==> src/ttc_pkg.sv <==
// ---------------------------------------------------------------------------
// ttc_pkg
// Types and codes shared by the timed thermostat controller modules.
// ---------------------------------------------------------------------------
package ttc_pkg;

   // one sample of time, date and temperature
   typedef struct packed {
      logic [4:0]        hour;
      logic [5:0]        minute;
      logic [5:0]        second;
      logic [4:0]        day_of_month;
      logic [3:0]        month_now;
      logic [6:0]        year_now;
      logic signed [7:0] temp_whole;
      logic [6:0]        temp_fraction;
   } ttc_req_type;

   typedef struct packed {
      logic system_active;
      logic heater_drive;
      logic buzz_pulse;
      logic buzz_is_hot;
   } ttc_rsp_type;

   // most significant field first, so a plain unsigned compare orders two stamps
   typedef struct packed {
      logic [6:0] year;
      logic [3:0] month;
      logic [4:0] day;
      logic [4:0] hour;
      logic [5:0] minute;
      logic [5:0] second;
   } ttc_stamp_type;

   typedef struct packed {
      logic signed [7:0] trigger_whole;
      logic [6:0]        trigger_fraction;
      logic [5:0]        hot_delay_secs;
      logic [6:0]        cold_delay_secs;
   } ttc_cfg_type;

   localparam int unsigned CsrIndexWidth = 2;
   localparam int unsigned CsrDataWidth  = 8;

   typedef enum logic [CsrIndexWidth-1:0] {
      CSR_TRIGGER_WHOLE    = 2'd0,
      CSR_TRIGGER_FRACTION = 2'd1,
      CSR_HOT_DELAY        = 2'd2,
      CSR_COLD_DELAY       = 2'd3
   } ttc_csr_index_type;

endpackage

==> src/timed_thermostat_controller_core.sv <==
// ---------------------------------------------------------------------------
// timed_thermostat_controller_core
// Time-windowed thermostat: one result per time/temperature sample.
// ---------------------------------------------------------------------------
// Each accepted sample produces exactly one result, which moves on once the
// result register is free. The sample is captured in an input register. The
// whole decision (window, hot compare, deadline carry chain, expiry compare,
// state update) settles in one combinational pass, and the result lands in an
// output register. A new sample can be accepted every cycle while rsp_ready is
// high. While a finished result waits on rsp_ready, one more sample is taken
// into the input register. After that req_ready stays low until the result
// drains. Configuration writes are taken at any time through the csr channel
// and should be made while no sample is in flight. No memory, no clearing
// pass after reset.
module timed_thermostat_controller_core import ttc_pkg::*; (
   input  logic                    clock,
   input  logic                    reset,
   input  logic                    req_valid,
   output logic                    req_ready,
   input  ttc_req_type             req_data,
   output logic                    rsp_valid,
   input  logic                    rsp_ready,
   output ttc_rsp_type             rsp_data,
   input  logic                    csr_valid,
   output logic                    csr_ready,
   input  logic [CsrIndexWidth-1:0] csr_index,
   input  logic [CsrDataWidth-1:0]  csr_data
);

   ttc_cfg_type cfg_ff;
   logic        in_valid_ff;
   ttc_req_type in_data_ff;
   logic        out_valid_ff;
   ttc_rsp_type out_data_ff;
   ttc_rsp_type result;
   logic        advance;
   ttc_csr_index_type csr_sel;

   assign csr_ready = 1'b1;
   assign csr_sel   = ttc_csr_index_type'(csr_index);

   always_ff @(posedge clock) begin
      if (reset) begin
         cfg_ff.trigger_whole    <= 8'sd30;
         cfg_ff.trigger_fraction <= 7'd0;
         cfg_ff.hot_delay_secs   <= 6'd5;
         cfg_ff.cold_delay_secs  <= 7'd5;
      end else if (csr_valid) begin
         case (csr_sel)
            CSR_TRIGGER_WHOLE: begin
               cfg_ff.trigger_whole <= $signed(csr_data);
            end
            CSR_TRIGGER_FRACTION: begin
               cfg_ff.trigger_fraction <= csr_data[6:0];
            end
            CSR_HOT_DELAY: begin
               cfg_ff.hot_delay_secs <= csr_data[5:0];
            end
            CSR_COLD_DELAY: begin
               cfg_ff.cold_delay_secs <= csr_data[6:0];
            end
            default: begin
            end
         endcase
      end
   end

   // the stage moves when the result register is empty or being drained
   assign advance   = in_valid_ff && (!out_valid_ff || rsp_ready);
   assign req_ready = !in_valid_ff || advance;

   always_ff @(posedge clock) begin
      if (reset) begin
         in_valid_ff  <= 1'b0;
         out_valid_ff <= 1'b0;
      end else begin
         if (req_ready) begin
            in_valid_ff <= req_valid;
         end
         if (advance) begin
            out_valid_ff <= 1'b1;
         end else if (rsp_ready) begin
            out_valid_ff <= 1'b0;
         end
      end
   end

   always_ff @(posedge clock) begin
      if (req_valid && req_ready) begin
         in_data_ff <= req_data;
      end
      if (advance) begin
         out_data_ff <= result;
      end
   end

   ttc_state u_state (
      .clock    (clock),
      .reset    (reset),
      .step_i   (advance),
      .sample_i (in_data_ff),
      .cfg_i    (cfg_ff),
      .result_o (result)
   );

   assign rsp_valid = out_valid_ff;
   assign rsp_data  = out_data_ff;

endmodule

==> src/ttc_goal_calc.sv <==
// ---------------------------------------------------------------------------
// ttc_goal_calc
// Deadline arithmetic: sample time plus the hot or cold delay, with carries
// through minutes, hours, days, months and years.
// ---------------------------------------------------------------------------
module ttc_goal_calc import ttc_pkg::*; (
   input  ttc_stamp_type now_i,
   input  logic          hot_i,
   input  ttc_cfg_type   cfg_i,
   output ttc_stamp_type goal_o
);

   localparam logic [7:0] SecOne   = 8'd60;
   localparam logic [7:0] SecTwo   = 8'd120;
   localparam logic [7:0] SecThree = 8'd180;
   localparam logic [6:0] MinLast  = 7'd59;
   localparam logic [6:0] MinFull  = 7'd60;
   localparam logic [5:0] HourLast = 6'd23;
   localparam logic [3:0] MonLast  = 4'd12;
   localparam logic [6:0] LeapSkip = 7'd100;

   logic [7:0] sec_sum;
   logic [1:0] min_carry;
   logic [5:0] sec_rem;
   logic [6:0] min_sum;
   logic [5:0] min_rem;
   logic [5:0] hour_sum;
   logic       leap;
   logic [4:0] month_days;
   logic [4:0] day_inc;
   logic [3:0] mon_inc;
   logic [6:0] year_inc;

   always_comb begin
      sec_sum = {2'b00, now_i.second} +
                (hot_i ? {2'b00, cfg_i.hot_delay_secs} : {1'b0, cfg_i.cold_delay_secs});
      if (sec_sum >= SecThree) begin
         min_carry = 2'd3;
         sec_rem   = 6'(sec_sum - SecThree);
      end else if (sec_sum >= SecTwo) begin
         min_carry = 2'd2;
         sec_rem   = 6'(sec_sum - SecTwo);
      end else if (sec_sum >= SecOne) begin
         min_carry = 2'd1;
         sec_rem   = 6'(sec_sum - SecOne);
      end else begin
         min_carry = 2'd0;
         sec_rem   = sec_sum[5:0];
      end

      min_sum = {1'b0, now_i.minute} + {5'b00000, min_carry};
      if (min_sum > MinLast) begin
         hour_sum = {1'b0, now_i.hour} + 6'd1;
         min_rem  = 6'(min_sum - MinFull);
      end else begin
         hour_sum = {1'b0, now_i.hour};
         min_rem  = min_sum[5:0];
      end

      // years are 2000 based: 2000 is a leap year, 2100 is not
      leap = (now_i.year[1:0] == 2'b00) && (now_i.year != LeapSkip);
      case (now_i.month)
         4'd2: begin
            month_days = leap ? 5'd29 : 5'd28;
         end
         4'd1, 4'd3, 4'd5, 4'd7, 4'd8, 4'd10, 4'd12: begin
            month_days = 5'd31;
         end
         default: begin
            month_days = 5'd30;
         end
      endcase

      day_inc  = now_i.day + 5'd1;
      mon_inc  = now_i.month + 4'd1;
      year_inc = now_i.year + 7'd1;

      goal_o        = now_i;
      goal_o.second = sec_rem;
      goal_o.minute = min_rem;
      goal_o.hour   = hour_sum[4:0];
      if (hour_sum > HourLast) begin
         goal_o.hour = 5'd0;
         goal_o.day  = day_inc;
         if (day_inc > month_days) begin
            goal_o.day   = 5'd1;
            goal_o.month = mon_inc;
            if (mon_inc > MonLast) begin
               goal_o.month = 4'd1;
               goal_o.year  = year_inc;
            end
         end
      end
   end

endmodule

==> src/ttc_state.sv <==
// ---------------------------------------------------------------------------
// ttc_state
// Per-sample decision logic and controller state: window tracking, hot/cold
// detection, deadline update and expiry, heater latch.
// ---------------------------------------------------------------------------
module ttc_state import ttc_pkg::*; (
   input  logic        clock,
   input  logic        reset,
   input  logic        step_i,
   input  ttc_req_type sample_i,
   input  ttc_cfg_type cfg_i,
   output ttc_rsp_type result_o
);

   localparam logic [4:0] WinOpenHour  = 5'd7;
   localparam logic [4:0] WinCloseHour = 5'd22;
   localparam logic [5:0] WinCloseMin  = 6'd30;

   logic          rearm_ff, rearm_in;
   logic          prev_hot_ff, prev_hot_in;
   logic          prev_win_ff, prev_win_in;
   logic          active_ff, active_in;
   logic          done_ff, done_in;
   logic          latch_ff, latch_in;
   logic          heater_ff, heater_in;
   ttc_stamp_type goal_ff, goal_in;

   ttc_stamp_type now_stamp;
   ttc_stamp_type new_goal;
   logic          win;
   logic          hot;
   logic          win_change;
   logic          prev_hot_a;
   logic          done_a;
   logic          flip;
   logic          set_goal;
   logic          done_b;
   logic          fire;

   assign now_stamp = '{year:   sample_i.year_now,
                        month:  sample_i.month_now,
                        day:    sample_i.day_of_month,
                        hour:   sample_i.hour,
                        minute: sample_i.minute,
                        second: sample_i.second};

   ttc_goal_calc u_goal_calc (
      .now_i  (now_stamp),
      .hot_i  (hot),
      .cfg_i  (cfg_i),
      .goal_o (new_goal)
   );

   always_comb begin
      win = !((sample_i.hour > WinCloseHour) ||
              ((sample_i.hour == WinCloseHour) && (sample_i.minute >= WinCloseMin)) ||
              (sample_i.hour < WinOpenHour));
      hot = (sample_i.temp_whole > cfg_i.trigger_whole) ||
            ((sample_i.temp_whole == cfg_i.trigger_whole) &&
             (sample_i.temp_fraction >= cfg_i.trigger_fraction));

      // a pending re-arm snapshots the sample first
      prev_hot_a = rearm_ff ? hot : prev_hot_ff;
      done_a     = rearm_ff ? 1'b0 : done_ff;
      win_change = rearm_ff ? 1'b0 : (win != prev_win_ff);
      active_in  = (rearm_ff || win_change) ? win : active_ff;
      rearm_in   = win_change && win;
      prev_win_in = win;

      flip     = active_in && (hot != prev_hot_a);
      set_goal = rearm_ff || flip;
      goal_in  = set_goal ? new_goal : goal_ff;
      done_b   = flip ? 1'b0 : done_a;
      prev_hot_in = active_in ? hot : prev_hot_a;

      fire      = active_in && !done_b && (now_stamp >= goal_in);
      done_in   = done_b || fire;
      latch_in  = fire ? !hot : latch_ff;
      heater_in = active_in ? latch_in : heater_ff;

      result_o.system_active = active_in;
      result_o.heater_drive  = heater_in;
      result_o.buzz_pulse    = fire;
      result_o.buzz_is_hot   = fire && hot;
   end

   always_ff @(posedge clock) begin
      if (reset) begin
         rearm_ff    <= 1'b1;
         prev_hot_ff <= 1'b0;
         prev_win_ff <= 1'b0;
         active_ff   <= 1'b0;
         done_ff     <= 1'b0;
         latch_ff    <= 1'b0;
         heater_ff   <= 1'b0;
         goal_ff     <= '{year: 7'd0, month: 4'd1, day: 5'd1,
                          hour: 5'd0, minute: 6'd0, second: 6'd0};
      end else if (step_i) begin
         rearm_ff    <= rearm_in;
         prev_hot_ff <= prev_hot_in;
         prev_win_ff <= prev_win_in;
         active_ff   <= active_in;
         done_ff     <= done_in;
         latch_ff    <= latch_in;
         heater_ff   <= heater_in;
         goal_ff     <= goal_in;
      end
   end

   a_fire_marks_done: assert property (@(posedge clock) disable iff (reset)
      step_i && fire |=> done_ff)
      else $error("deadline expiry not recorded");

   a_no_second_buzz: assert property (@(posedge clock) disable iff (reset)
      step_i && done_ff && !set_goal |-> !fire)
      else $error("buzz repeated without a new deadline");

   a_heater_held_inactive: assert property (@(posedge clock) disable iff (reset)
      step_i && !active_in |=> heater_ff == $past(heater_ff))
      else $error("heater changed outside the window");

   a_prev_hot_tracks: assert property (@(posedge clock) disable iff (reset)
      step_i && active_in |=> prev_hot_ff == $past(hot))
      else $error("hot history not updated while active");

endmodule

==> config.mk <==
export PLATFORM = sky130hd
export DESIGN_NAME = timed_thermostat_controller_core
export DESIGN_NICKNAME = d
export VERILOG_FILES = /design/src/ttc_pkg.sv /design/src/timed_thermostat_controller_core.sv /design/src/ttc_goal_calc.sv /design/src/ttc_state.sv
export SDC_FILE = /design/constraint.sdc
export NUM_CORES = 1
export LEC_CHECK = 0
export BUFFER_PORTS_ARGS = -buffer_cell sky130_fd_sc_hd__buf_2
export CAP_MARGIN = 20
export CELL_PAD_IN_SITES_DETAIL_PLACEMENT = 0
export CELL_PAD_IN_SITES_GLOBAL_PLACEMENT = 1
export CORE_UTILIZATION = 30
export CTS_CLUSTER_DIAMETER = 40
export CTS_CLUSTER_SIZE = 12
export DETAILED_ROUTE_END_ITERATION = 12
export GPL_ROUTABILITY_DRIVEN = 0
export PLACE_DENSITY_LB_ADDON = 0.1
export SLEW_MARGIN = 20
export SYNTH_ARGS = -nofsm -noshare
export SYNTH_HDL_FRONTEND = slang
export SYNTH_SLANG_ARGS = --single-unit
==> constraint.sdc <==
create_clock -name clock -period 11.8 [get_ports clock]
set_input_delay 1.18 -clock clock [delete_from_list [all_inputs] [get_ports clock]]
set_output_delay 1.18 -clock clock [all_outputs]
set_load 0.05 [all_outputs]
======== Word-level counts from Yosys, hierarchy flattened ========
Cells that the tools add are included.
storage, ports and cells
  register bits ........................... 122
  output and inout bits ................... 7
  word-level logic and storage cells ...... 126
cells by class
  add/subtract/negate cells ............... 10
  order comparisons ....................... 13
  equality and inequality tests ........... 16
  muxes and demuxes ....................... 25
  reduce and logical (&&, ||, !) cells .... 31
operators with widths
  operator                                                           number
  greater-or-equal comparator 33 bit                                 1
  2-to-1 mux 33 bit                                                  1
  2-to-1 mux 6 bit                                                   5
  subtractor 6 bit, second input constant                            4
  2-to-1 mux 21 bit                                                  1
  2-to-1 mux 16 bit                                                  1
  equality test 4 bit, second input constant                         3
  2-to-1 mux 1 bit                                                   12
  2-to-1 mux 11 bit                                                  1
  logical AND 1 bit                                                  10
  adder 6 x 7 -> 8 bit                                               1
  equality test 4 x 2 -> 1 bit, second input constant                2
  equality test 4 x 3 -> 1 bit, second input constant                2
  equality test 8 bit                                                1
  greater-or-equal comparator 8 x 6 -> 1 bit, second input constant  1
  greater-or-equal comparator 8 x 7 -> 1 bit, second input constant  1
  greater-or-equal comparator 8 bit, second input constant           1
  greater-than comparator 8 bit                                      1
  logical OR 1 bit                                                   8
  AND reduction 2 bit                                                4
  adder 6 x 2 -> 7 bit                                               1
  adder 7 x 1 -> 7 bit, second input constant                        1
  greater-or-equal comparator 7 bit                                  1
  greater-than comparator 7 x 6 -> 1 bit, second input constant      1
  other kinds (22)                                                   30

======== Longest topological paths before layout ========
Gate-level depths: netlist of the first run.
  word-level depth ........................ 19
  depth in mapped cells ................... 43
  mapped depth without buffers ............ 40

======== By module ========
From an unflattened synthesis of the first run, not the netlist that was laid out.
second synthesis, totals
  cells, all modules ...................... 793
  area total of the unflattened synthesis .. 7851.3 um^2
by module, submodules not included
  module                            times used  cells each  area an instance (um^2)
  ttc_state                         1           356         3214.3
  timed_thermostat_controller_core  1           175         2826.5
  ttc_goal_calc                     1           262         1810.5

======== Worst setup path after synthesis of the first run ========
No wires, ideal clock.
  path type ............................... register to register
  start point ............................. register cfg_ff[18] (netlist bit)
  end point ............................... register u_state.heater_ff
  setup time .............................. 91 ps
  arrival ................................. 8697 ps
  required time ........................... 11709 ps
  setup slack ............................. 3012 ps
  cell stages (with the launch flop) ...... 41
  path buffers ............................ 2
  clock period less this slack ............ 8788 ps
  path through ............................ dfxtp_1 -> inv_1 -> ha_1 -> a21oi_1 -> nand2_1 -> a2111oi_2 -> and2_1 -> or2_0 -> clkbuf_1 -> buf_2 -> mux2_2 -> ha_1 -> a211oi_2 -> nor2_1 -> xnor2_2 -> inv_1 -> ha_1 -> nand3b_1 -> [5 not listed] -> inv_1 -> fa_1 -> nand2b_4 -> a211oi_2 -> o211ai_2 -> a21o_2 -> o32ai_2 -> xnor2_1 -> mux2_2 -> ha_1 -> a21o_1 -> a21o_1 -> a21oi_1 -> nor2_1 -> a2111oi_1 -> a211oi_1 -> or3_1 -> a311oi_1
on the way
  longest elaborated chain between the ends .. 19
ends and longest elaborated chain
  element                                     line                                    source
  from (decl)                                 timed_thermostat_controller_core.sv:30  ttc_cfg_type cfg_ff;
  greater-or-equal comparator 7 bit *         ttc_state.sv:60                         (sample_i.temp_fraction >= cfg_i.trigger_fraction));
  logical AND 1 bit *                         ttc_state.sv:59                         ((sample_i.temp_whole == cfg_i.trigger_whole) &&
  logical OR 1 bit *                          ttc_state.sv:58                         hot = (sample_i.temp_whole > cfg_i.trigger_whole) ||
  2-to-1 mux 7 bit                            ttc_goal_calc.sv:36                     (hot_i ? {2'b00, cfg_i.hot_delay_secs} : {1'b0, cfg_i.cold_delay_secs});
  adder 6 x 7 -> 8 bit                        ttc_goal_calc.sv:35                     sec_sum = {2'b00, now_i.second} +
  greater-or-equal comparator 8 x 6 -> 1 bit  ttc_goal_calc.sv:43                     end else if (sec_sum >= SecOne) begin
  2-to-1 mux 1 bit                            ttc_goal_calc.sv:43
  2-to-1 mux 2 bit                            ttc_goal_calc.sv:40                     end else if (sec_sum >= SecTwo) begin
  [3 not listed]                              n/a
  2-to-1 mux 6 bit                            ttc_goal_calc.sv:52                     if (min_sum > MinLast) begin
  greater-than comparator 6 x 5 -> 1 bit      ttc_goal_calc.sv:82                     if (hour_sum > HourLast) begin
  2-to-1 mux 21 bit                           ttc_goal_calc.sv:82
  2-to-1 mux 33 bit                           ttc_state.sv:72                         goal_in = set_goal ? new_goal : goal_ff;
  greater-or-equal comparator 33 bit          ttc_state.sv:76                         fire = active_in && !done_b && (now_stamp >= goal_in);
  logical AND 1 bit                           ttc_state.sv:76
  2-to-1 mux 1 bit *                          ttc_state.sv:78                         latch_in = fire ? !hot : latch_ff;
  2-to-1 mux 1 bit *                          ttc_state.sv:79                         heater_in = active_in ? latch_in : heater_ff;
  to (signal assigned)                        ttc_state.sv:105                        heater_ff <= heater_in;
  to (decl)                                   ttc_state.sv:25                         logic heater_ff, heater_in;
Mark *: on every way between the ends. The rest lies on a longest branch, timed or not.
A chain may end at the register's enable or synchronous reset.

======== Worst setup path after layout of the first run ========
  start point ............................. register in_data_ff[5] (netlist bit)
  end point ............................... register u_state.heater_ff
on the way
  longest elaborated chain between the ends .. 19
ends and longest elaborated chain
  element                                     line                                    source
  from (decl)                                 timed_thermostat_controller_core.sv:32  ttc_req_type in_data_ff;
  from (signal assigned)                      timed_thermostat_controller_core.sv:90  in_data_ff <= req_data;
  greater-or-equal comparator 7 bit *         ttc_state.sv:60
  logical AND 1 bit *                         ttc_state.sv:59
  logical OR 1 bit *                          ttc_state.sv:58
  2-to-1 mux 7 bit                            ttc_goal_calc.sv:36
  adder 6 x 7 -> 8 bit                        ttc_goal_calc.sv:35
  greater-or-equal comparator 8 x 6 -> 1 bit  ttc_goal_calc.sv:43
  2-to-1 mux 1 bit                            ttc_goal_calc.sv:43
  2-to-1 mux 2 bit                            ttc_goal_calc.sv:40
  [3 not listed]                              n/a
  2-to-1 mux 6 bit                            ttc_goal_calc.sv:52
  greater-than comparator 6 x 5 -> 1 bit      ttc_goal_calc.sv:82
  2-to-1 mux 21 bit                           ttc_goal_calc.sv:82
  2-to-1 mux 33 bit                           ttc_state.sv:72
  greater-or-equal comparator 33 bit          ttc_state.sv:76
  logical AND 1 bit                           ttc_state.sv:76
  2-to-1 mux 1 bit *                          ttc_state.sv:78
  2-to-1 mux 1 bit *                          ttc_state.sv:79
Marks and branches as above.

==> impl_metrics.py, run 1 <==
metrics = {
    "outcome": {
        "status": "completed",
    },
    "routing": {
        "vias_per_cell": 4.95,
        "detail-route-antenna-nets": 0,
        "wl_um": 19200,
        "drc": 0,
        "first_pass_iters": 5,
        "drtIter0Drc": 346,
        "num_vias": 5848,
        "wl_per_cell_um": 16.3,
    },
    "clocking": {
        "cts_buffer_depth": 2,
        "htreeDepth": 4,
        "postCtsSetupRepairBufs": 0,
        "cts_hold_buf": 0,
        "clk_pin_slew_ns": 0.07,
        "cts_resized": 0,
        "cts_buffers": 17,
        "clkLatencyLatePin_ns": 0.43,
        "cts-root-buf": "clkbuf_16",
        "cts_tree": "built",
        "cts.sinks": 122,
    },
    "global_routing": {
        "grt_pass1_vias": 5759,
        "antenna_found_initial": 0,
        "grt_max_degree": 57,
        "grt_pass1_wl_um": 31300,
        "grt_use_total_pct": 15.6,
        "grt_overflow": 0,
    },
    "cells_and_area": {
        "seq_area_mm2": 0.00296,
        "n_antenna_cell": 0,
        "fill_cells": 2501,
        "final_nets": 987,
        "areaGrowthSynthToFinish_pct": 16.8,
        "multiInputGateArea_mm2": 0.00431,
        "layout.core_utilization_pct": 36.1,
        "drive_above_1_share_pct": 17.6,
    },
    "floorplanning": {
        "start_util_pct": 30.9,
        "rows": 57,
        "die_height_um": 161,
        "die_x_um": 161,
        "core_mm2": 0.0245,
        "design.die.area_mm2": 0.0259,
        "io_pins": 70,
    },
    "synth": {
        "ys_types": 84,
        "ys_warn_count": 0,
        "synth_ff_type": "dfxtp_1",
        "synth.top_cells.by_count": "nor2_1 (86), ha_1 (77), dfxtp_1 (70)",
        "syn_inst": 781,
        "syn-cell-area_mm2": 0.00759,
        "synth_top_area_share_pct": 20.6,
        "synth_edf_count": 52,
        "ys_seq_area_share_pct": 39.0,
        "syn_area_per_cell_um2": 9.72,
        "ys_seq_elements": 122,
        "synth_most_common_cell": "nor2_1",
        "synth_nets": 923,
        "async_flop_share_pct": 0,
        "synth_area_leaders": "edfxtp_1 (21%), dfxtp_1 (18%), ha_1 (13%), mux2i_1 (5.5%), nor2_1 (4.3%)",
        "yosys.area.top_type": "edfxtp_1",
    },
    "worst_setup_path": {
        "crit_top_cell": "ha_1",
        "end_kind": "register",
        "critPathRequiredTime_ns": 12.13,
        "r2r_setup_slack_ns": 1.48,
        "r2r-start": "in_data_ff[5]",
        "path_max_fanout": 17,
        "arrival_ns": 10.65,
        "reg2reg_depth": 38,
        "critPathSlowestCell": "or2_0",
        "critPathCapture": "u_state.heater_ff",
        "crit_type": "register to register",
        "crit_path_start": "in_data_ff[5]",
        "r2r-end": "u_state.heater_ff",
        "slowest_delay_ns": 0.70,
        "startpoint_type": "register",
    },
    "placement": {
        "io_buffers": 68,
        "dp_hpwl_um": 13800,
        "pre_cts_ws_ns": 1.53,
    },
    "sta": {
        "rsz0062_at_grt": "no",
        "setup_ws_ns": 1.48,
        "clock_skew_ns": 0.0117,
        "relSlewSlack_pct": 36.9,
        "whs_ns": 0.455,
        "max_freq_ghz": 0.0969,
        "hold_violations": 0,
        "tightest_slew_ns": 0.944,
        "fin_crit_sh_pct": 87.5,
        "fin_tns_setup_ns": 0,
        "finalCriticalPeriod_ns": 10.32,
        "report.final.setup_viol": 0,
        "slew_violations": 0,
    },
    "power_and_ir_drop": {
        "peakVddDrop_mv": 0.0951,
        "power_density_mw_per_mm2": 147,
        "p_leak_nw": 3.60,
    },
    "worst_hold_path": {
        "hold_path.class": "register to register",
    },
    "flow_run": {
        "maxCapViolCount": 0,
    },
}
[worst max-delay path, delay by kind of cell, from the launching register on]
family	cells	cell delay, ns
compound gates	18	4.58
simple gates	9	2.33
fa+ha+maj	6	1.76
mux	2	0.51
xor+xnor	1	0.41
flops	1	0.38
buf+inv	2	0.22
[through the flow]
stage	cell area (um2)	power, W	instances
2_1_floorplan	7590	0.000688	781
3_3_place_gp	8240	0.000758	1150
3_5_place_dp	8240	0.000760	1150
4_1_cts	8860	0.00133	1182
5_1_grt	8860	0.00138	1182
6_report	8860	0.00131	1182
[kinds of logic (layout without fill, tap and decap cells)]
| kind of cell | after synthesis | count (layout) | share of synthesized area (%) |
|---|---|---|---|
| flops | 122 | 122 | 39.0 |
| other cells | 1 | 1 | 0.0494 |
| compound gates | 160 | 160 | 15.6 |
| fa+ha+maj | 79 | 79 | 13.2 |
| mux | 54 | 54 | 7.32 |
| simple gates | 263 | 263 | 17.2 |
| xor+xnor | 26 | 26 | 3.30 |
| buf+inv | 76 | 153 | 4.27 |
[routing by layer]
metal	vias up	wire (um)	share of wire [%]	GRT usage, %
met5	-	0	0	0
li1	2960	-	-	-
met3	15	723	3.8	3.08
met1	2764	9600	50	21.6
met4	0	248	1.3	5.06
met2	109	8640	45	24.3
[report_power, final]
part	switching (W)	internal (W)	total, W	leakage, nW
clock	0.000233	0.000325	0.000557	0.308
combinational	0.000153	0.000107	0.000260	2.21
sequential	0.0000208	0.000468	0.000489	1.08
total	0.000406	0.000900	0.00131	3.60
[placed cells by master (no fill, tap or decap), types with 8 or more instances in the layout]
| cell | netlist | routed |
|---|---|---|
| o21ai_1 | 8 | 8 |
| nand3_1 | 15 | 15 |
| inv_1 | 46 | 46 |
| buf_2 | 7 | 68 |
| nor3_1 | 17 | 17 |
| nand4_1 | 12 | 12 |
| a21oi_1 | 49 | 49 |
| o211ai_1 | 12 | 12 |
| o21ai_0 | 9 | 9 |
| mux2i_1 | 42 | 42 |
| a211oi_1 | 14 | 14 |
| a21o_1 | 9 | 9 |
| nand2_1 | 69 | 69 |
| dfxtp_1 | 70 | 70 |
| nor2b_1 | 10 | 10 |
| nor2_1 | 86 | 85 |
| ha_1 | 77 | 77 |
| xnor2_1 | 16 | 16 |
| mux2_2 | 11 | 11 |
| clkbuf_16 | 0 | 17 |
| o21a_1 | 8 | 8 |
| edfxtp_1 | 52 | 52 |
[how the worst min path moves through the flow]
stage                  startpoint            endpoint  cells past startpoint
2_1_floorplan     u_state.done_ff     u_state.done_ff                      2
3_3_place_gp   u_state.goal_ff[0]  u_state.goal_ff[0]                      2
3_5_place_dp            cfg_ff[5]           cfg_ff[5]                      2
4_1_cts                 cfg_ff[5]           cfg_ff[5]                      2
5_1_grt                 cfg_ff[5]           cfg_ff[5]                      2
6_report       u_state.goal_ff[0]  u_state.goal_ff[0]                      2
[final cells by class]
cell class	instances	share of cell area, %
Sequential cell	122	33.4
Multi-Input combinational cell	583	48.6
Timing Repair Buffer	73	4.26
Clock inverter	15	2.27
Tap cell	324	4.57
Clock buffer	17	4.80
Inverter	48	2.03
[flip-flops by register name (all words and copies together), names as in the netlist]
name / count
u_state.rearm_ff: 1
u_state.latch_ff: 1
rsp_data: 4
cfg_ff: 28
u_state.goal_ff: 33
in_data_ff: 48
in_valid_ff: 1
rsp_valid: 1
u_state.done_ff: 1
u_state.active_ff: 1
u_state.prev_hot_ff: 1
u_state.prev_win_ff: 1
u_state.heater_ff: 1
Power figures use the tool's default switching activity.
==> inputs of run 2 (changes only) <==
- REMOVE_ABC_BUFFERS: not set -> 1
==> run 2 against run 1 <==
Compared with the run above:
- routed wire length increased by 0.72%
- largest power group unchanged
- via count increased by 1.3%
- critical path depth unchanged
- register-to-register slack got worse by 0.15 ns
- final area decreased by 0.14%
- setup slack got worse by 0.15 ns
==> impl_metrics.py, run 2 (synthesized netlist as in run 1, its figures left out) <==
metrics = {
    "outcome": {
        "status": "completed",
    },
    "cells_and_area": {
        "final_common_cell": "nor2_1",
        "drive_above_1_share_pct": 17.5,
        "areaGrowthSynthToFinish_pct": 16.6,
        "final_nets": 987,
        "post-route-cell-area_mm2": 0.00885,
        "largest_register": "in_data_ff",
        "top_regs": "in_data_ff x48, u_state.goal_ff x33, cfg_ff x28",
        "largest_reg_flops": 48,
        "final_cell_mix": "nor2_1 (85), ha_1 (77), dfxtp_1 (70), nand2_1 (69), buf_2 (68)",
        "n_antenna_cell": 0,
    },
    "floorplanning": {
        "start_util_pct": 30.9,
        "die_height_um": 161,
        "design.die.area_mm2": 0.0259,
        "die_x_um": 161,
        "rows": 57,
        "io_pins": 70,
        "core_mm2": 0.0245,
    },
    "clocking": {
        "cts-root-buf": "clkbuf_16",
        "cts_resized": 0,
        "cts_hold_buf": 0,
        "htreeDepth": 4,
        "cts.sinks": 122,
        "postCtsSetupRepairBufs": 0,
        "cts_buffers": 17,
        "clkLatencyLatePin_ns": 0.42,
        "cts_buffer_depth": 2,
        "clk_pin_slew_ns": 0.06,
        "cts_tree": "built",
    },
    "sta": {
        "slew_violations": 0,
        "relSlewSlack_pct": 34.3,
        "rsz0062_at_grt": "no",
        "hold_violations": 0,
        "fin_crit_sh_pct": 88.7,
        "tightest_slew_ns": 0.983,
        "report.final.setup_viol": 0,
        "max_freq_ghz": 0.0955,
        "finalCriticalPeriod_ns": 10.47,
        "clock_skew_ns": 0.0134,
        "whs_ns": 0.453,
        "fin_tns_setup_ns": 0,
    },
    "worst_setup_path": {
        "crit_top_cell": "ha_1",
        "startpoint_type": "register",
        "critPathSlowestCell": "or2_0",
        "crit_cells": 38,
        "r2r_setup_slack_ns": 1.33,
        "r2r-end": "rsp_data[2]",
        "reg2reg_depth": 38,
        "path_max_fanout": 17,
        "arrival_ns": 10.76,
        "cp_num_buf_inv": 2,
        "crit_family": "compound AO/OA/AOI/OAI gates",
        "slowest_delay_ns": 0.73,
        "critPathRequiredTime_ns": 12.09,
        "crit_type": "register to register",
        "r2r-start": "in_data_ff[14]",
        "end_kind": "register",
    },
    "routing": {
        "detail-route-antenna-nets": 0,
        "drc": 0,
        "drtIter0Drc": 274,
        "first_pass_iters": 5,
        "met3_length_um": 775,
        "wl_um": 19300,
        "wl_per_cell_um": 16.4,
        "num_vias": 5926,
        "vias_per_cell": 5.01,
        "highest_layer": "met4",
        "drt-met1-wl_um": 9230,
        "dr_wl_met2_um": 9010,
    },
    "power_and_ir_drop": {
        "peakVddDrop_mv": 0.0866,
        "power_w": 0.00130,
        "p_leak_nw": 3.59,
        "power_density_mw_per_mm2": 147,
        "p_int_w": 0.000914,
        "netSwitchingFraction_pct": 29.9,
        "clock_power_share_pct": 42.6,
        "seqPwrFrac_pct": 37.6,
        "p_switching_w": 0.000389,
        "combPwrFrac_pct": 19.8,
    },
    "worst_hold_path": {
        "hp-start": "u_state.goal_ff[0]",
        "hold_path.class": "register to register",
        "min_path_cells": 2,
        "hold_end": "u_state.goal_ff[0]",
    },
    "placement": {
        "dp_hpwl_um": 13800,
        "io_buffers": 68,
        "dpl_cell_area_mm2": 0.00824,
    },
    "global_routing": {
        "grt_pass1_vias": 5940,
        "grt_max_degree": 57,
        "grt_pass1_wl_um": 31400,
        "antenna_found_initial": 0,
        "grt_overflow": 0,
        "grt_use_total_pct": 15.5,
    },
    "flow_run": {
        "maxCapViolCount": 0,
    },
}
[run 2: cell count changes in the layout (fill, tap and decap cells not counted), sizes merged]
| cell | previous run | this run |
|---|---|---|
| clkinv | 6 | 3 |
| bufinv | 2 | 3 |
| clkbuf | 17 | 18 |
| clkinvlp | 0 | 1 |
[run 2: cell type report]
class	instances	area, um2
multi-input combinational	583	4310
fill	2540	15700
timing repair buffer	73	378
sequential	122	2960
tap	324	405
clock inverter	14	185
inverter	48	180
clock buffer	18	429
[run 2: worst max-delay path by stage]
stage                         from           endpoint  slack, ns
floorplan               cfg_ff[18]  u_state.heater_ff       2.83
global placement        cfg_ff[18]        rsp_data[0]       1.54
detailed placement      cfg_ff[18]  u_state.heater_ff       1.29
CTS                     cfg_ff[18]        rsp_data[2]       1.21
global route        in_data_ff[10]        rsp_data[2]       0.44
finish              in_data_ff[14]        rsp_data[2]       1.33
[run 2: layer usage]
metal	vias up	global-route usage [%]
met1	2825	20.4
met4	0	4.80
met5	-	0
met2	118	25.2
met3	22	3.52
li1	2961	-
[run 2: power groups by stage]
stage,logic [W],clock network (W),registers [W]
after floorplan,0.000186,0,0.000496
after global placement,0.000257,0,0.000499
after detailed placement,0.000259,0,0.000499
after CTS,0.000262,0.000568,0.000490
after global routing,0.000292,0.000588,0.000493
final,0.000258,0.000555,0.000490
[run 2: tightest hold or removal path, stage by stage, from the launching register on]
cell,delay (ns)
dfxtp_1,0.30
nand2_1,0.05
a21oi_1,0.05
[run 2: per-stage QoR]
| stage | worst slack (ns) | cells | util [%] |
|---|---|---|---|
| after floorplan | 2.83 | 753 | - |
| after global placement | 1.54 | 1150 | 33.6 |
| after CTS | 1.21 | 1182 | 36.1 |
| final | 1.33 | 1182 | 36.1 |
| after global routing | 0.436 | 1182 | 36.1 |
| after detailed placement | 1.29 | 1150 | 33.6 |
==> inputs of run 3 (changes only) <==
- CORE_MARGIN: not set -> 8
==> run 3 against run 2 <==
Compared with the run above:
- final area is 0.24% lower
- critical path type unchanged
- via count is 0.35% lower
- die area is 18% higher
- flip-flop and latch count stayed put
- clock power is 5.6% lower
- largest power group unchanged
- combinational power hardly changed
- register-to-register slack better by 0.09 ns
- global-route usage is 2.0 points lower
- highest routed layer unchanged
- count of clock-buffer cells in the layout stayed put
- worst hold slack hardly changed
- core utilization is 0.81 points lower
- fmax is 0.85% higher
==> impl_metrics.py, run 3 (synthesized netlist as in run 1, its figures left out) <==
metrics = {
    "outcome": {
        "status": "completed",
    },
    "routing": {
        "wl_per_cell_um": 16.8,
        "wl_um": 20000,
        "drc": 0,
        "drtIter0Drc": 297,
        "vias_per_cell": 4.97,
        "first_pass_iters": 4,
        "num_vias": 5905,
        "detail-route-antenna-nets": 0,
    },
    "worst_setup_path": {
        "critPathRequiredTime_ns": 12.12,
        "end_kind": "register",
        "slowest_delay_ns": 0.70,
        "startpoint_type": "register",
        "arrival_ns": 10.70,
        "critPathSlowestCell": "or2_0",
        "crit_top_cell": "ha_1",
        "crit_path_start": "in_data_ff[14]",
        "r2r-end": "u_state.heater_ff",
        "r2r_setup_slack_ns": 1.42,
        "path_max_fanout": 17,
        "r2r-start": "in_data_ff[14]",
        "crit_type": "register to register",
        "critPathCapture": "u_state.heater_ff",
        "reg2reg_depth": 38,
    },
    "global_routing": {
        "grt_pass1_wl_um": 32900,
        "grt_overflow": 0,
        "grt_pass1_vias": 6122,
        "grt_use_total_pct": 13.5,
        "grt_max_degree": 57,
        "antenna_found_initial": 0,
    },
    "placement": {
        "dp_hpwl_um": 14500,
        "io_buffers": 68,
        "pre_cts_ws_ns": 1.37,
        "dpl_cell_area_mm2": 0.00824,
    },
    "sta": {
        "setup_ws_ns": 1.42,
        "slew_violations": 0,
        "fin_crit_sh_pct": 88.0,
        "tightest_slew_ns": 1.03,
        "finalCriticalPeriod_ns": 10.38,
        "rsz0062_at_grt": "no",
        "hold_violations": 0,
        "clock_skew_ns": 0.0148,
        "relSlewSlack_pct": 30.7,
        "report.final.setup_viol": 0,
        "max_freq_ghz": 0.0963,
        "fin_tns_setup_ns": 0,
    },
    "cells_and_area": {
        "areaGrowthSynthToFinish_pct": 16.4,
        "final_nets": 986,
        "post-route-cell-area_mm2": 0.00883,
        "largest_reg_flops": 48,
        "top_regs": "in_data_ff x48, u_state.goal_ff x33, cfg_ff x28",
        "final_cell_mix": "nor2_1 (85), ha_1 (77), dfxtp_1 (70), nand2_1 (69), buf_2 (68)",
        "final_common_cell": "nor2_1",
        "drive_above_1_share_pct": 17.6,
        "largest_register": "in_data_ff",
        "n_antenna_cell": 0,
    },
    "power_and_ir_drop": {
        "clock_power_share_pct": 41.1,
        "seqPwrFrac_pct": 38.4,
        "power_density_mw_per_mm2": 144,
        "p_int_w": 0.000880,
        "combPwrFrac_pct": 20.4,
        "p_leak_nw": 3.58,
        "p_switching_w": 0.000394,
        "peakVddDrop_mv": 0.0779,
        "netSwitchingFraction_pct": 30.9,
    },
    "clocking": {
        "clkLatencyLatePin_ns": 0.42,
        "cts_tree": "built",
        "cts_buffers": 17,
        "cts_buffer_depth": 2,
        "cts.sinks": 122,
        "postCtsSetupRepairBufs": 0,
        "cts_hold_buf": 0,
        "cts-root-buf": "clkbuf_16",
        "htreeDepth": 4,
        "cts_resized": 0,
        "clk_pin_slew_ns": 0.07,
    },
    "floorplanning": {
        "io_pins": 70,
        "die_height_um": 175,
        "start_util_pct": 30.3,
        "core_mm2": 0.0250,
        "die_x_um": 175,
        "design.die.area_mm2": 0.0306,
        "rows": 58,
    },
    "worst_hold_path": {
        "min_path_cells": 2,
        "hold_path.class": "register to register",
    },
    "flow_run": {
        "maxCapViolCount": 0,
    },
}
-- run 3: critical path, delay by kind of cell, from the launching register on --
kind	cells	cell delay [ns]
multiplexers	2	0.51
AND/OR/NAND/NOR	9	2.42
buffers and inverters	2	0.24
AO/OA/AOI/OAI	18	4.52
adder cells (fa/ha/maj)	6	1.77
flip-flops	1	0.37
XOR/XNOR	1	0.43
-- run 3: cell type report --
| type | instances | area [um2] |
|---|---|---|
| Fill cell | 2554 | 16200 |
| Multi-Input combinational cell | 583 | 4320 |
| Sequential cell | 122 | 2960 |
| Clock buffer | 18 | 439 |
| Tap cell | 330 | 413 |
| Timing Repair Buffer | 72 | 370 |
| Inverter | 48 | 180 |
| Clock inverter | 14 | 149 |
-- run 3: routing by layer --
layer / routed length, um / vias to the layer above / GRT usage (%)
met5: 0 / - / 0
met4: 344 / 0 / 4.66
met3: 663 / 22 / 2.78
met2: 9300 / 118 / 21.8
met1: 9650 / 2793 / 17.5
li1: - / 2972 / -
-- run 3: how the worst min path moves through the flow --
stage | from | endpoint | slack [ns]
floorplan | u_state.done_ff | u_state.done_ff | 0.43
global placement | u_state.done_ff | u_state.done_ff | 0.44
detailed placement | u_state.done_ff | u_state.done_ff | 0.44
CTS | u_state.done_ff | u_state.done_ff | 0.45
global route | u_state.goal_ff[14] | u_state.goal_ff[14] | 0.48
finish | u_state.done_ff | u_state.done_ff | 0.45
-- run 3: per-stage QoR --
stage | utilization [%] | hold slack (ns) | total power [W] | instances
finish | 35.3 | 0.453 | 0.00127 | 1187
global route | 35.3 | 0.476 | 0.00135 | 1187
CTS | 35.3 | 0.452 | 0.00130 | 1187
detailed placement | 32.9 | 0.445 | 0.000760 | 1155
global placement | 32.9 | 0.440 | 0.000758 | 1155
floorplan | - | 0.426 | 0.000681 | 753
-- run 3: power groups by stage --
stage / clock [W] / sequential [W] / combinational, W
floorplan: 0 / 0.000496 / 0.000186
global placement: 0 / 0.000499 / 0.000259
detailed placement: 0 / 0.000499 / 0.000261
CTS: 0.000544 / 0.000490 / 0.000263
global route: 0.000560 / 0.000493 / 0.000297
finish: 0.000524 / 0.000490 / 0.000260
